==> src/design/slseq_pkg.sv <==
// shared types, constants and functions of the stepper lock sequencer
package slseq_pkg;

  // number of slaves whose lock replies are ORed together
  localparam int unsigned SLAVE_COUNT = 2;

  // configuration register
  localparam int unsigned DEG_W   = 9;
  localparam int unsigned STEPS_W = 13;

  // degrees to half steps: floor(deg * 512 / 45) as (deg * RECIP) >> RECIP_SHIFT
  localparam int unsigned RECIP_SHIFT = 15;
  localparam int unsigned RECIP       = (512 * (1 << RECIP_SHIFT)) / 45 + 1;
  localparam int unsigned RECIP_W     = 19;
  localparam int unsigned PROD_W      = DEG_W + RECIP_W;
  localparam logic [DEG_W-1:0] RESET_DEGREES = 9'd135;

  // command bytes
  localparam logic [7:0] CMD_LOCK   = 8'h01;
  localparam logic [7:0] CMD_UNLOCK = 8'h02;
  localparam logic [7:0] CMD_RESET  = 8'h80;

  // move direction codes
  localparam logic [1:0] DIR_STOP = 2'd0;
  localparam logic [1:0] DIR_FWD  = 2'd1;
  localparam logic [1:0] DIR_BACK = 2'd2;

  // motor phase codes
  localparam logic [3:0] MPH_INIT  = 4'd0;
  localparam logic [3:0] MPH_FIRST = 4'd1;
  localparam logic [3:0] MPH_LAST  = 4'd8;

  // controller requests towards the stepper
  typedef struct packed {
    logic               set_dir;
    logic [1:0]         dir;
    logic               load_steps;
    logic [STEPS_W-1:0] steps;
    logic               clear_done;
  } ctl_req_t;

  // half-step coil pattern for a motor phase
  function automatic logic [3:0] coil_lut(input logic [3:0] ph);
    logic [3:0] c;
    case (ph)
      4'd1:    c = 4'h1;
      4'd2:    c = 4'h3;
      4'd3:    c = 4'h2;
      4'd4:    c = 4'h6;
      4'd5:    c = 4'h4;
      4'd6:    c = 4'hC;
      4'd7:    c = 4'h8;
      4'd8:    c = 4'h9;
      default: c = 4'h0;
    endcase
    return c;
  endfunction

  // travel angle to half-step count
  function automatic logic [STEPS_W-1:0] deg_to_steps(input logic [DEG_W-1:0] deg);
    logic [PROD_W-1:0] prod;
    prod = {{RECIP_W{1'b0}}, deg} * PROD_W'(RECIP);
    return prod[RECIP_SHIFT +: STEPS_W];
  endfunction

endpackage

==> src/design/slseq_ifs.sv <==
// handshake channel interfaces for input ticks and results

interface slseq_in_if;
  logic       valid;
  logic       ready;
  logic [7:0] reply_first;
  logic [7:0] reply_second;
  logic       release_button_n;

  modport source (output valid, reply_first, reply_second, release_button_n, input ready);
  modport sink   (input valid, reply_first, reply_second, release_button_n, output ready);
endinterface

interface slseq_out_if;
  logic       valid;
  logic       ready;
  logic [3:0] coil_pattern;
  logic       spi_send;
  logic [7:0] spi_byte;
  logic [7:0] status_leds;
  logic [2:0] lock_phase;

  modport source (output valid, coil_pattern, spi_send, spi_byte, status_leds, lock_phase,
                  input ready);
  modport sink   (input valid, coil_pattern, spi_send, spi_byte, status_leds, lock_phase,
                  output ready);
endinterface

==> src/design/stepper_lock_sequencer_core.sv <==
// stepper lock sequencer: input register, controller, stepper, result register
// a transaction is held in the input register, then its result in the result register
// throughput: one transaction per cycle unless out_chan.ready stalls the result register;
// the state update is one pass of logic between the input register and the result register
// reset: synchronous active-low rst_n clears phases, motor state, status latch
// and sets the travel angle to 135 degrees; the input is ready right after reset
module stepper_lock_sequencer_core
  import slseq_pkg::*;
(
  input  logic             clk,
  input  logic             rst_n,
  slseq_in_if.sink         in_chan,
  slseq_out_if.source      out_chan,
  input  logic             cfg_wr_en,
  input  logic [DEG_W-1:0] cfg_wr_data
);

  logic               s1_valid_r;
  logic [7:0]         s1_reply_first_r, s1_reply_second_r;
  logic               s1_button_n_r;
  logic               fire;
  logic [STEPS_W-1:0] travel_steps_r;
  ctl_req_t           req;
  logic               move_done;
  logic               spi_send;
  logic [7:0]         spi_byte;
  logic [7:0]         leds_nxt;
  logic [2:0]         shown_phase;
  logic [3:0]         coil;
  logic               out_valid_r;
  logic [3:0]         coil_r;
  logic               spi_send_r;
  logic [7:0]         spi_byte_r;
  logic [7:0]         leds_r;
  logic [2:0]         phase_out_r;

  // a tick is processed when the result register is free or being drained
  assign fire          = s1_valid_r && (!out_valid_r || out_chan.ready);
  assign in_chan.ready = !s1_valid_r || fire;

  // travel count worked out when the angle is written
  always_ff @(posedge clk) begin
    if (!rst_n) begin
      travel_steps_r <= deg_to_steps(RESET_DEGREES);
    end else if (cfg_wr_en) begin
      travel_steps_r <= deg_to_steps(cfg_wr_data);
    end
  end

  // input register
  always_ff @(posedge clk) begin
    if (!rst_n) begin
      s1_valid_r <= 1'b0;
    end else if (in_chan.ready) begin
      s1_valid_r <= in_chan.valid;
    end
  end

  always_ff @(posedge clk) begin
    if (in_chan.valid && in_chan.ready) begin
      s1_reply_first_r  <= in_chan.reply_first;
      s1_reply_second_r <= in_chan.reply_second;
      s1_button_n_r     <= in_chan.release_button_n;
    end
  end

  slseq_ctrl u_ctrl (
    .clk              (clk),
    .rst_n            (rst_n),
    .fire             (fire),
    .reply_first      (s1_reply_first_r),
    .reply_second     (s1_reply_second_r),
    .release_button_n (s1_button_n_r),
    .travel_steps     (travel_steps_r),
    .move_done        (move_done),
    .req              (req),
    .spi_send         (spi_send),
    .spi_byte         (spi_byte),
    .leds_nxt         (leds_nxt),
    .shown_phase      (shown_phase)
  );

  slseq_stepper u_stepper (
    .clk       (clk),
    .rst_n     (rst_n),
    .fire      (fire),
    .req       (req),
    .move_done (move_done),
    .coil      (coil)
  );

  // result register
  always_ff @(posedge clk) begin
    if (!rst_n) begin
      out_valid_r <= 1'b0;
    end else if (fire) begin
      out_valid_r <= 1'b1;
    end else if (out_chan.ready) begin
      out_valid_r <= 1'b0;
    end
  end

  always_ff @(posedge clk) begin
    if (fire) begin
      coil_r      <= coil;
      spi_send_r  <= spi_send;
      spi_byte_r  <= spi_byte;
      leds_r      <= leds_nxt;
      phase_out_r <= shown_phase;
    end
  end

  assign out_chan.valid        = out_valid_r;
  assign out_chan.coil_pattern = coil_r;
  assign out_chan.spi_send     = spi_send_r;
  assign out_chan.spi_byte     = spi_byte_r;
  assign out_chan.status_leds  = leds_r;
  assign out_chan.lock_phase   = phase_out_r;

endmodule

==> src/design/slseq_ctrl.sv <==
// lock controller: phase state machine, command bytes and status latch
module slseq_ctrl
  import slseq_pkg::*;
(
  input  logic               clk,
  input  logic               rst_n,
  input  logic               fire,
  input  logic [7:0]         reply_first,
  input  logic [7:0]         reply_second,
  input  logic               release_button_n,
  input  logic [STEPS_W-1:0] travel_steps,
  input  logic               move_done,
  output ctl_req_t           req,
  output logic               spi_send,
  output logic [7:0]         spi_byte,
  output logic [7:0]         leds_nxt,
  output logic [2:0]         shown_phase
);

  typedef enum logic [2:0] {
    PH_INIT    = 3'd0,
    PH_LOCK    = 3'd1,
    PH_UNLOCK  = 3'd2,
    PH_OPENING = 3'd3,
    PH_OPEN    = 3'd4,
    PH_RESET   = 3'd5,
    PH_CLOSING = 3'd6
  } phase_t;

  phase_t     phase_r, phase_nxt;
  logic [7:0] leds_r;
  logic [7:0] reply_or;

  // OR of the replies of the fitted slaves
  always_comb begin
    reply_or = 8'h00;
    if (SLAVE_COUNT >= 1) reply_or = reply_or | reply_first;
    if (SLAVE_COUNT >= 2) reply_or = reply_or | reply_second;
  end

  // phase actions for one tick
  always_comb begin
    phase_nxt   = phase_r;
    leds_nxt    = leds_r;
    spi_send    = 1'b0;
    spi_byte    = 8'h00;
    shown_phase = phase_r;
    req         = '0;
    req.dir     = DIR_STOP;
    req.steps   = travel_steps;
    case (phase_r)
      PH_INIT: begin
        req.set_dir    = 1'b1;
        req.load_steps = 1'b1;
        req.steps      = '0;
        req.clear_done = 1'b1;
        phase_nxt      = PH_LOCK;
      end
      PH_LOCK: begin
        req.set_dir = 1'b1;
        spi_send    = 1'b1;
        spi_byte    = CMD_LOCK;
        leds_nxt    = reply_or;
        if (reply_or == 8'h00) phase_nxt = PH_UNLOCK;
      end
      PH_UNLOCK: begin
        req.set_dir    = 1'b1;
        req.dir        = DIR_FWD;
        req.load_steps = 1'b1;
        spi_send       = 1'b1;
        spi_byte       = CMD_UNLOCK;
        phase_nxt      = PH_OPENING;
      end
      PH_OPENING: begin
        if (move_done) begin
          req.clear_done = 1'b1;
          phase_nxt      = PH_OPEN;
        end
      end
      PH_OPEN: begin
        req.set_dir = 1'b1;
        if (!release_button_n) phase_nxt = PH_RESET;
      end
      PH_RESET: begin
        req.set_dir    = 1'b1;
        req.dir        = DIR_BACK;
        req.load_steps = 1'b1;
        spi_send       = 1'b1;
        spi_byte       = CMD_RESET;
        phase_nxt      = PH_CLOSING;
      end
      PH_CLOSING: begin
        if (move_done) begin
          req.clear_done = 1'b1;
          phase_nxt      = PH_LOCK;
        end
      end
      default: begin
        // unused phase code falls back to init
        shown_phase = PH_INIT;
        phase_nxt   = PH_INIT;
      end
    endcase
  end

  // phase and status latch
  always_ff @(posedge clk) begin
    if (!rst_n) begin
      phase_r <= PH_INIT;
      leds_r  <= 8'h00;
    end else if (fire) begin
      phase_r <= phase_nxt;
      leds_r  <= leds_nxt;
    end
  end

endmodule

==> src/design/slseq_stepper.sv <==
// half-step stepper: coil phase walk, step count and move-done flag
module slseq_stepper
  import slseq_pkg::*;
(
  input  logic     clk,
  input  logic     rst_n,
  input  logic     fire,
  input  ctl_req_t req,
  output logic     move_done,
  output logic [3:0] coil
);

  logic [3:0]         motor_r, motor_nxt;
  logic [1:0]         dir_r, dir_m;
  logic [STEPS_W-1:0] steps_r, steps_m, steps_nxt;
  logic               done_r, done_m, done_nxt;

  assign move_done = done_r;

  // controller overrides applied before the step
  always_comb begin
    dir_m   = req.set_dir    ? req.dir   : dir_r;
    steps_m = req.load_steps ? req.steps : steps_r;
    done_m  = req.clear_done ? 1'b0      : done_r;
  end

  // one half step when forward or back is set; the init phase first moves to the first phase
  always_comb begin
    motor_nxt = motor_r;
    steps_nxt = steps_m;
    done_nxt  = done_m;
    coil      = 4'h0;
    if (motor_r == MPH_INIT) begin
      motor_nxt = MPH_FIRST;
    end else if (motor_r <= MPH_LAST) begin
      coil = coil_lut(motor_r);
      if (dir_m == DIR_FWD || dir_m == DIR_BACK) begin
        if (steps_m != '0) steps_nxt = steps_m - STEPS_W'(1);
        if (steps_nxt == '0) done_nxt = 1'b1;
        if (dir_m == DIR_FWD)
          motor_nxt = (motor_r == MPH_LAST) ? MPH_FIRST : motor_r + 4'd1;
        else
          motor_nxt = (motor_r == MPH_FIRST) ? MPH_LAST : motor_r - 4'd1;
      end
    end else begin
      motor_nxt = MPH_INIT;
    end
  end

  // stepper state
  always_ff @(posedge clk) begin
    if (!rst_n) begin
      motor_r <= MPH_INIT;
      dir_r   <= DIR_STOP;
      steps_r <= '0;
      done_r  <= 1'b0;
    end else if (fire) begin
      motor_r <= motor_nxt;
      dir_r   <= dir_m;
      steps_r <= steps_nxt;
      done_r  <= done_nxt;
    end
  end

endmodule
==> src/flat_wrapper.sv <==
// flat-port wrapper written by rule: the top's interface ports become plain ports
module stepper_lock_sequencer_core_flat import slseq_pkg::*;
  (clk, rst_n, cfg_wr_en, cfg_wr_data, in_chan_valid, in_chan_reply_first, in_chan_reply_second, in_chan_release_button_n, in_chan_ready, out_chan_valid, out_chan_coil_pattern, out_chan_spi_send, out_chan_spi_byte, out_chan_status_leds, out_chan_lock_phase, out_chan_ready);
  slseq_in_if in_chan_i ();
  slseq_out_if out_chan_i ();
  input  logic clk;
  input  logic rst_n;
  input  logic cfg_wr_en;
  input  logic [DEG_W-1:0] cfg_wr_data;
  input wire logic [$bits(in_chan_i.valid)-1:0] in_chan_valid;
  input wire logic [$bits(in_chan_i.reply_first)-1:0] in_chan_reply_first;
  input wire logic [$bits(in_chan_i.reply_second)-1:0] in_chan_reply_second;
  input wire logic [$bits(in_chan_i.release_button_n)-1:0] in_chan_release_button_n;
  output wire logic [$bits(in_chan_i.ready)-1:0] in_chan_ready;
  output wire logic [$bits(out_chan_i.valid)-1:0] out_chan_valid;
  output wire logic [$bits(out_chan_i.coil_pattern)-1:0] out_chan_coil_pattern;
  output wire logic [$bits(out_chan_i.spi_send)-1:0] out_chan_spi_send;
  output wire logic [$bits(out_chan_i.spi_byte)-1:0] out_chan_spi_byte;
  output wire logic [$bits(out_chan_i.status_leds)-1:0] out_chan_status_leds;
  output wire logic [$bits(out_chan_i.lock_phase)-1:0] out_chan_lock_phase;
  input wire logic [$bits(out_chan_i.ready)-1:0] out_chan_ready;
  assign in_chan_i.valid = in_chan_valid;
  assign in_chan_i.reply_first = in_chan_reply_first;
  assign in_chan_i.reply_second = in_chan_reply_second;
  assign in_chan_i.release_button_n = in_chan_release_button_n;
  assign in_chan_ready = in_chan_i.ready;
  assign out_chan_valid = out_chan_i.valid;
  assign out_chan_coil_pattern = out_chan_i.coil_pattern;
  assign out_chan_spi_send = out_chan_i.spi_send;
  assign out_chan_spi_byte = out_chan_i.spi_byte;
  assign out_chan_status_leds = out_chan_i.status_leds;
  assign out_chan_lock_phase = out_chan_i.lock_phase;
  assign out_chan_i.ready = out_chan_ready;
  stepper_lock_sequencer_core u_core (.clk(clk), .rst_n(rst_n), .in_chan(in_chan_i), .out_chan(out_chan_i), .cfg_wr_en(cfg_wr_en), .cfg_wr_data(cfg_wr_data));
endmodule
==> config.mk <==
export PLATFORM = sky130hd
export DESIGN_NAME = stepper_lock_sequencer_core_flat
export DESIGN_NICKNAME = d
export VERILOG_FILES = /design/src/design/slseq_pkg.sv /design/src/design/slseq_ifs.sv /design/src/design/stepper_lock_sequencer_core.sv /design/src/design/slseq_ctrl.sv /design/src/design/slseq_stepper.sv /design/src/flat_wrapper.sv
export SDC_FILE = /design/constraint.sdc
export NUM_CORES = 1
export LEC_CHECK = 0
export ABC_AREA = 1
export BUFFER_PORTS_ARGS = -buffer_cell sky130_fd_sc_hd__buf_2
export CELL_PAD_IN_SITES_DETAIL_PLACEMENT = 1
export CELL_PAD_IN_SITES_GLOBAL_PLACEMENT = 2
export CORE_MARGIN = 2
export CORE_UTILIZATION = 39
export CTS_CLUSTER_DIAMETER = 40
export DETAILED_ROUTE_END_ITERATION = 16
export HOLD_SLACK_MARGIN = 0.02
export PLACE_DENSITY_LB_ADDON = 0.2
export REMOVE_ABC_BUFFERS = 1
export SLEW_MARGIN = 25
export SYNTH_ARGS = -nofsm -noshare
export SYNTH_HDL_FRONTEND = slang
export SYNTH_SLANG_ARGS = --single-unit
==> constraint.sdc <==
create_clock -name clk -period 11.9 [get_ports clk]
set_clock_uncertainty 0.15 [all_clocks]
set_input_delay 2.38 -clock clk [delete_from_list [all_inputs] [get_ports clk]]
set_output_delay 2.38 -clock clk [all_outputs]
set_load 0.1 [all_outputs]
==> results.ini, run 1 <==
[clocking]
cts.clk_slew.worst_paths_ns = 0.07
clock-sinks = 82
cts_resized = 0
tritoncts = yes
cts-root-buf = clkbuf_16
cts-buffers-inserted = 9
clock_latency_ns = 0.35
clockBufferDepth = 2
post_cts_buffers = 0
cts_hold_buf = 0
h-tree-depth = 3

[route]
post_drt_wl_per_cell_um = 15.9
drt-total-wl_um = 17700
drtPass1Iterations = 4
drt_iter0_drc = 233
route.detailed.drc = 0
highest_layer = met4
met2_length_um = 8680
num_vias = 5604
ant_nets = 0
via_per_inst = 5.03
met3_length_um = 443
wl_met1_um = 8180

[sta]
setup_viol = 0
finalMaxSlewViolations = 0
min_period_ns = 6.26
final.setup.tns_ns = 0
max_freq_mhz = 160
rsz0062_at_grt = false
finalWorstSetupSlack_ns = 5.64
fin_crit_sh = 0.526
worstMarginPinSlew_ns = 0.944
hold_viol = 0
max_slew_margin = 0.367

[die]
die_w_um = 135
start_util = 0.394
rows = 48
coreArea_um2 = 17100
dieArea_um2 = 18300
die_h_um = 135
ioPinCount = 57

[place]
gp_congestion = 0.921
port_buffers = 51
dp_slack_ns = 5.33
dpl_cell_area_um2 = 7150
dp_hpwl_um = 14400

[global_routing]
antenna_found_initial = 0
grt_max_degree = 38
grt_pass1_vias = 5916
grt_pass1_wl_um = 29500
track_usage = 0.204
grt_overflow = 0

[synth]
synth.area.top_cells = edfxtp_1, dfxtp_1, ha_1
ys_warn_count = 0
synth-edff-count = 36
synth_ff_type = dfxtp_1
synth_top_area_share = 0.160
synth_area_leader_cell = edfxtp_1
synth.ff_latch_count = 82
syn_inst = 842
synth.avg_cell_area_um2 = 8.00
synth_cell_type_count = 49
ys_seq_area_frac = 0.297
syn-cell-area_um2 = 6740
synth.most_common_cell = inv_1
synthArstFlopShare = 0
synth.cells.most_frequent = inv_1, nand2_1, a21oi_1

[setup_path]
worstSetupPathType = primary input to flip-flop
timing.rr.start = u_core.u_ctrl.phase_r[1]
reg2reg_depth = 10
startpoint_type = primary input
cp_data_arrival_time_ns = 6.34
worstPathRequired_ns = 11.98
rr_endpoint = u_core.u_stepper.steps_r[3]
reg2reg_setup_slack_ns = 8.45
cp_max_fo = 5
endpoint_kind = flip-flop

[pwr]
ir_worst_vdd_mv = 0.0802
power_density_nw_per_um2 = 163
leakagePower_nw = 3.63
p_total_mw = 1.21

[final_layout]
seq_area_um2 = 2000
area_delta_synth_final_pct = 10.3
multiInputGateArea_um2 = 3990
final_nets = 1020
final_area_um2 = 7430
drive_gt1_frac = 0.143
antennaDiodeCount = 0
fillers = 2144

[min_path]
hold_start = u_core.u_stepper.dir_r[0]
min_to = u_core.u_stepper.dir_r[0]
hold_depth = 2
min_path_type = flip-flop to flip-flop

[run_status]
status = complete, no violations

[flow_run]
drv_cap = 0

-- flip-flops by register name, indices dropped and copies added (netlist names), 2 cells and up --
name / cells
u_core.u_stepper.dir_r: 2
u_core.u_ctrl.phase_r: 3
u_core.out_chan.coil_pattern: 4
u_core.u_stepper.steps_r: 13
u_core.s1_reply_second_r: 8
u_core.travel_steps_r: 13
u_core.out_chan.spi_byte: 3
u_core.u_stepper.motor_r: 4
u_core.u_ctrl.leds_r: 8
u_core.out_chan.status_leds: 8
u_core.out_chan.lock_phase: 3
u_core.s1_reply_first_r: 8
-- stage by stage --
| step | util | hold WS (ns) | instances |
|---|---|---|---|
| after floorplan | - | 0.281 | 820 |
| after global placement | 0.418 | 0.297 | 1099 |
| after detailed placement | 0.418 | 0.310 | 1099 |
| after CTS | 0.434 | 0.324 | 1115 |
| after global routing | 0.434 | 0.351 | 1115 |
| final | 0.434 | 0.321 | 1115 |
-- routing by layer --
metal	up-vias	track usage
met5	-	0
met4	0	0.0625
met3	22	0.0318
met2	74	0.355
met1	2683	0.261
li1	2825	-
-- how the worst max path moves through the flow --
| stage | cells past startpoint | endpoint | slack, ns | start |
|---|---|---|---|---|
| global placement | 20 | u_core.travel_steps_r[12] | 5.40 | cfg_wr_data[6] |
| finish | 20 | u_core.travel_steps_r[6] | 5.64 | cfg_wr_data[6] |
| global route | 20 | u_core.travel_steps_r[6] | 5.27 | cfg_wr_data[6] |
| CTS | 20 | u_core.travel_steps_r[6] | 5.66 | cfg_wr_data[6] |
| floorplan | 17 | u_core.travel_steps_r[11] | 5.93 | cfg_wr_data[6] |
| detailed placement | 18 | u_core.travel_steps_r[11] | 5.33 | cfg_wr_data[6] |
-- report_power, final --
group          total (mW)  internal, mW  switching [mW]
logic               0.609         0.207           0.403
registers           0.336         0.321          0.0147
clock network       0.270         0.145           0.125
-- cells in the final DEF, fill, tap and decap left out, types with 3 or more instances in the layout --
master     instances
nand2_1          138
a31oi_1            3
nand4_1           10
clkbuf_16          9
buf_2             51
o21ai_0           52
a21oi_1           70
xor2_1             9
nor2_1            60
fa_1              35
nor2_2            12
or2_2             10
o21a_1             3
o211ai_1          16
conb_1             5
nand2_2           11
nand3_4            3
inv_2              6
nand3_1           36
buf_4              3
nor4_1             3
nor3_1             4
edfxtp_1          36
dfxtp_1           46
ha_1              69
nand3_2            6
inv_1            150
-- area by class of cell --
cell class | count | share of cell area
tap | 225 | 0.0379
clock buffer | 9 | 0.0303
inverter | 158 | 0.0800
clock inverter | 7 | 0.00825
sequential | 82 | 0.269
multi-input combinational | 580 | 0.537
timing repair buffer | 54 | 0.0374
-- worst max-delay path, stage by stage --
cell      delay [ns]
buf_2           0.14
fa_1            0.55
inv_1           0.06
fa_1            0.51
inv_1           0.07
fa_1            0.51
ha_1            0.32
ha_1            0.33
a21oi_1         0.17
o21ai_0         0.10
nand2_1         0.06
nand2_1         0.07
a31oi_1         0.32
o21ai_0         0.25
nand2_1         0.14
a21oi_1         0.07
nor2_1          0.09
nand2_1         0.06
o211ai_1        0.07
inv_1           0.05
-- cell families (layout without fill, tap and decap cells) --
logic type | count (synthesis) | count (layout) | synth area share
other | 1 | 5 | 0.000556
flip-flops | 82 | 82 | 0.297
XOR/XNOR | 10 | 10 | 0.0130
adder cells (fa/ha/maj) | 104 | 104 | 0.232
AO/OA/AOI/OAI | 162 | 162 | 0.136
AND/OR/NAND/NOR | 299 | 299 | 0.207
buffers and inverters | 184 | 228 | 0.114
Note: power is estimated with default switching activity, not from simulation.
==> inputs of run 2 (changes only) <==
--- a/config.mk
+++ b/config.mk
@@ -10,7 +10,7 @@
 export CELL_PAD_IN_SITES_DETAIL_PLACEMENT = 1
 export CELL_PAD_IN_SITES_GLOBAL_PLACEMENT = 2
 export CORE_MARGIN = 2
-export CORE_UTILIZATION = 39
+export CORE_UTILIZATION = 33
 export CTS_CLUSTER_DIAMETER = 40
 export DETAILED_ROUTE_END_ITERATION = 16
 export HOLD_SLACK_MARGIN = 0.02
==> constraint.sdc (replaced) <==
create_clock -name clk -period 5 [get_ports clk]
set_clock_uncertainty 0.15 [all_clocks]
set_input_delay 1 -clock clk [delete_from_list [all_inputs] [get_ports clk]]
set_output_delay 1 -clock clk [all_outputs]
set_load 0.1 [all_outputs]
==> run 2 against run 1 <==
  * Utilization fell by 5.2 points
  * Critical path depth down 1
  * Global-route usage down 1.7 points
  * Wire length grew 8.4%
  * Sequential power increased by 140%
  * Power increased by 150%
  * Setup slack got worse by 5.3 ns
  * Final cell count rose by 6.5%
  * First-iteration DRC count shrank 7.7%
  * Non-clock buffer count increased by 28
  * Highest routed layer unchanged
  * Largest power group unchanged
==> results.ini, run 2 (synthesis results as in run 1) <==
[route]
route.detailed.drc = 0
drt-total-wl_um = 19200
ant_nets = 0
drt_iter0_drc = 215
num_vias = 5771
drtPass1Iterations = 4
post_drt_wl_per_cell_um = 16.1
via_per_inst = 4.86

[global_routing]
antenna_found_initial = 0
grt_pass1_vias = 6315
grt_pass1_wl_um = 32200
grt_overflow = 0
grt_max_degree = 36
track_usage = 0.187

[clocking]
post_cts_buffers = 0
h-tree-depth = 3
cts-root-buf = clkbuf_16
clock-sinks = 82
clockBufferDepth = 2
clock_latency_ns = 0.34
tritoncts = yes
cts.clk_slew.worst_paths_ns = 0.06
cts_hold_buf = 0
cts_resized = 0
cts-buffers-inserted = 9

[place]
dp_hpwl_um = 15700
dp_slack_ns = -0.205
gp_congestion = 0.818
port_buffers = 51

[final_layout]
utilization = 0.383
drive_gt1_frac = 0.168
area_delta_synth_final_pct = 14.6
final_cell_mix = inv_1, nand2_1, a21oi_1
top_regs = u_core.travel_steps_r (13), u_core.u_stepper.steps_r (13)
final_nets = 1048
seq_area_um2 = 2000
antennaDiodeCount = 0
multiInputGateArea_um2 = 4000
final_common_cell = inv_1
fillers = 2522

[setup_path]
startpoint_type = primary input
worstSetupPathType = primary input to flip-flop
worstPathRequired_ns = 5.08
cp_max_fo = 3
cp_data_arrival_time_ns = 4.79
endpoint_kind = flip-flop

[pwr]
p_comb_frac = 0.512
switching_share = 0.430
power_density_nw_per_um2 = 393
leakagePower_nw = 3.77
p_switching_mw = 1.31
clkPwrFrac = 0.224
seqPwrFrac = 0.264
internal_power_mw = 1.73
ir_worst_vdd_mv = 0.153

[flow_run]
drv_cap = 0

[sta]
max_freq_mhz = 213
finalWorstSetupSlack_ns = 0.296
finalMaxSlewViolations = 0
hold_viol = 0
max_slew_margin = 0.538
min_period_ns = 4.70
worstMarginPinSlew_ns = 0.692
setup_viol = 0
rsz0062_at_grt = false
hold_ws_ns = 0.311
fin_crit_sh = 0.941

[die]
dieArea_um2 = 21600
ioPinCount = 57
die_w_um = 147
coreArea_um2 = 20200
die_h_um = 147
rows = 52
start_util = 0.334

[min_path]
min_path_type = flip-flop to flip-flop

[run_status]
status = complete, no violations

==> run 2: changes by cell type in the layout (fill, tap and decap cells not counted), sizes merged <==
cell      previous run  this run
clkinvlp             2         1
inv                159       158
bufinv               0         1
clkinv               4         3
clkbuf               9        11
buf                 54        82
==> run 2: final timing paths <==
kind | startpoint | end | slack [ns] | cells after the start
setup / recovery | cfg_wr_data[6] | u_core.travel_steps_r[7] | 0.30 | 19
hold / removal | u_core.u_stepper.dir_r[0] | u_core.u_stepper.dir_r[0] | 0.31 | 2
setup reg to reg | u_core.u_ctrl.phase_r[1] | u_core.u_stepper.steps_r[7] | 1.73 | 17
hold reg to reg | u_core.u_stepper.dir_r[0] | u_core.u_stepper.dir_r[0] | 0.31 | 2
==> run 2: stage by stage <==
stage | power [mW] | TNS, ns | instance area, um^2 | instances
floorplan | 1.87 | 0 | 6580 | 820
global placement | 2.34 | -0.365 | 7410 | 1172
detailed placement | 2.38 | -0.628 | 7410 | 1172
CTS | 3.08 | 0 | 7710 | 1188
global route | 3.32 | 0 | 7720 | 1188
finish | 3.04 | 0 | 7720 | 1188
==> run 2: routing by layer <==
metal  up-vias  GRT usage  part of all wire  routed length [um]
met5         -          0                 0                   0
met4         0     0.0370            0.0096                 184
met3        15     0.0252             0.025                 471
met2        64      0.331              0.49                9440
met1      2800      0.247              0.47                9070
li1       2892          -                 -                   -
==> run 2: critical path, stage by stage <==
cell and delay, ns:
buf_2 0.12, fa_1 0.53, inv_1 0.05, fa_1 0.52, inv_1 0.06, fa_1 0.48, ha_1 0.32, ha_1 0.33
nand2_1 0.10, o21ai_0 0.12, a21o_1 0.17, a21oi_1 0.32, o21ai_2 0.14, nand2_1 0.10, a21oi_1 0.07, nor2_1 0.09
nand2_1 0.10, o211ai_1 0.10, inv_1 0.05
==> run 2: area by class of cell <==
type | count | share of cell area
multi-input cells | 580 | 0.518
flip-flops and latches | 82 | 0.259
inverters | 158 | 0.0770
repair buffers | 82 | 0.0632
well taps | 270 | 0.0438
clock buffers | 11 | 0.0301
clock inverters | 5 | 0.00827
==> run 2: power by group through the flow <==
stage                     clock (mW)  combinational [mW]  sequential [mW]
after CTS                      0.706                1.57            0.801
final                          0.682                1.56            0.800
after global placement             0                1.53            0.813
after detailed placement           0                1.56            0.815
after floorplan                    0                1.00            0.868
after global routing           0.725                1.79            0.809
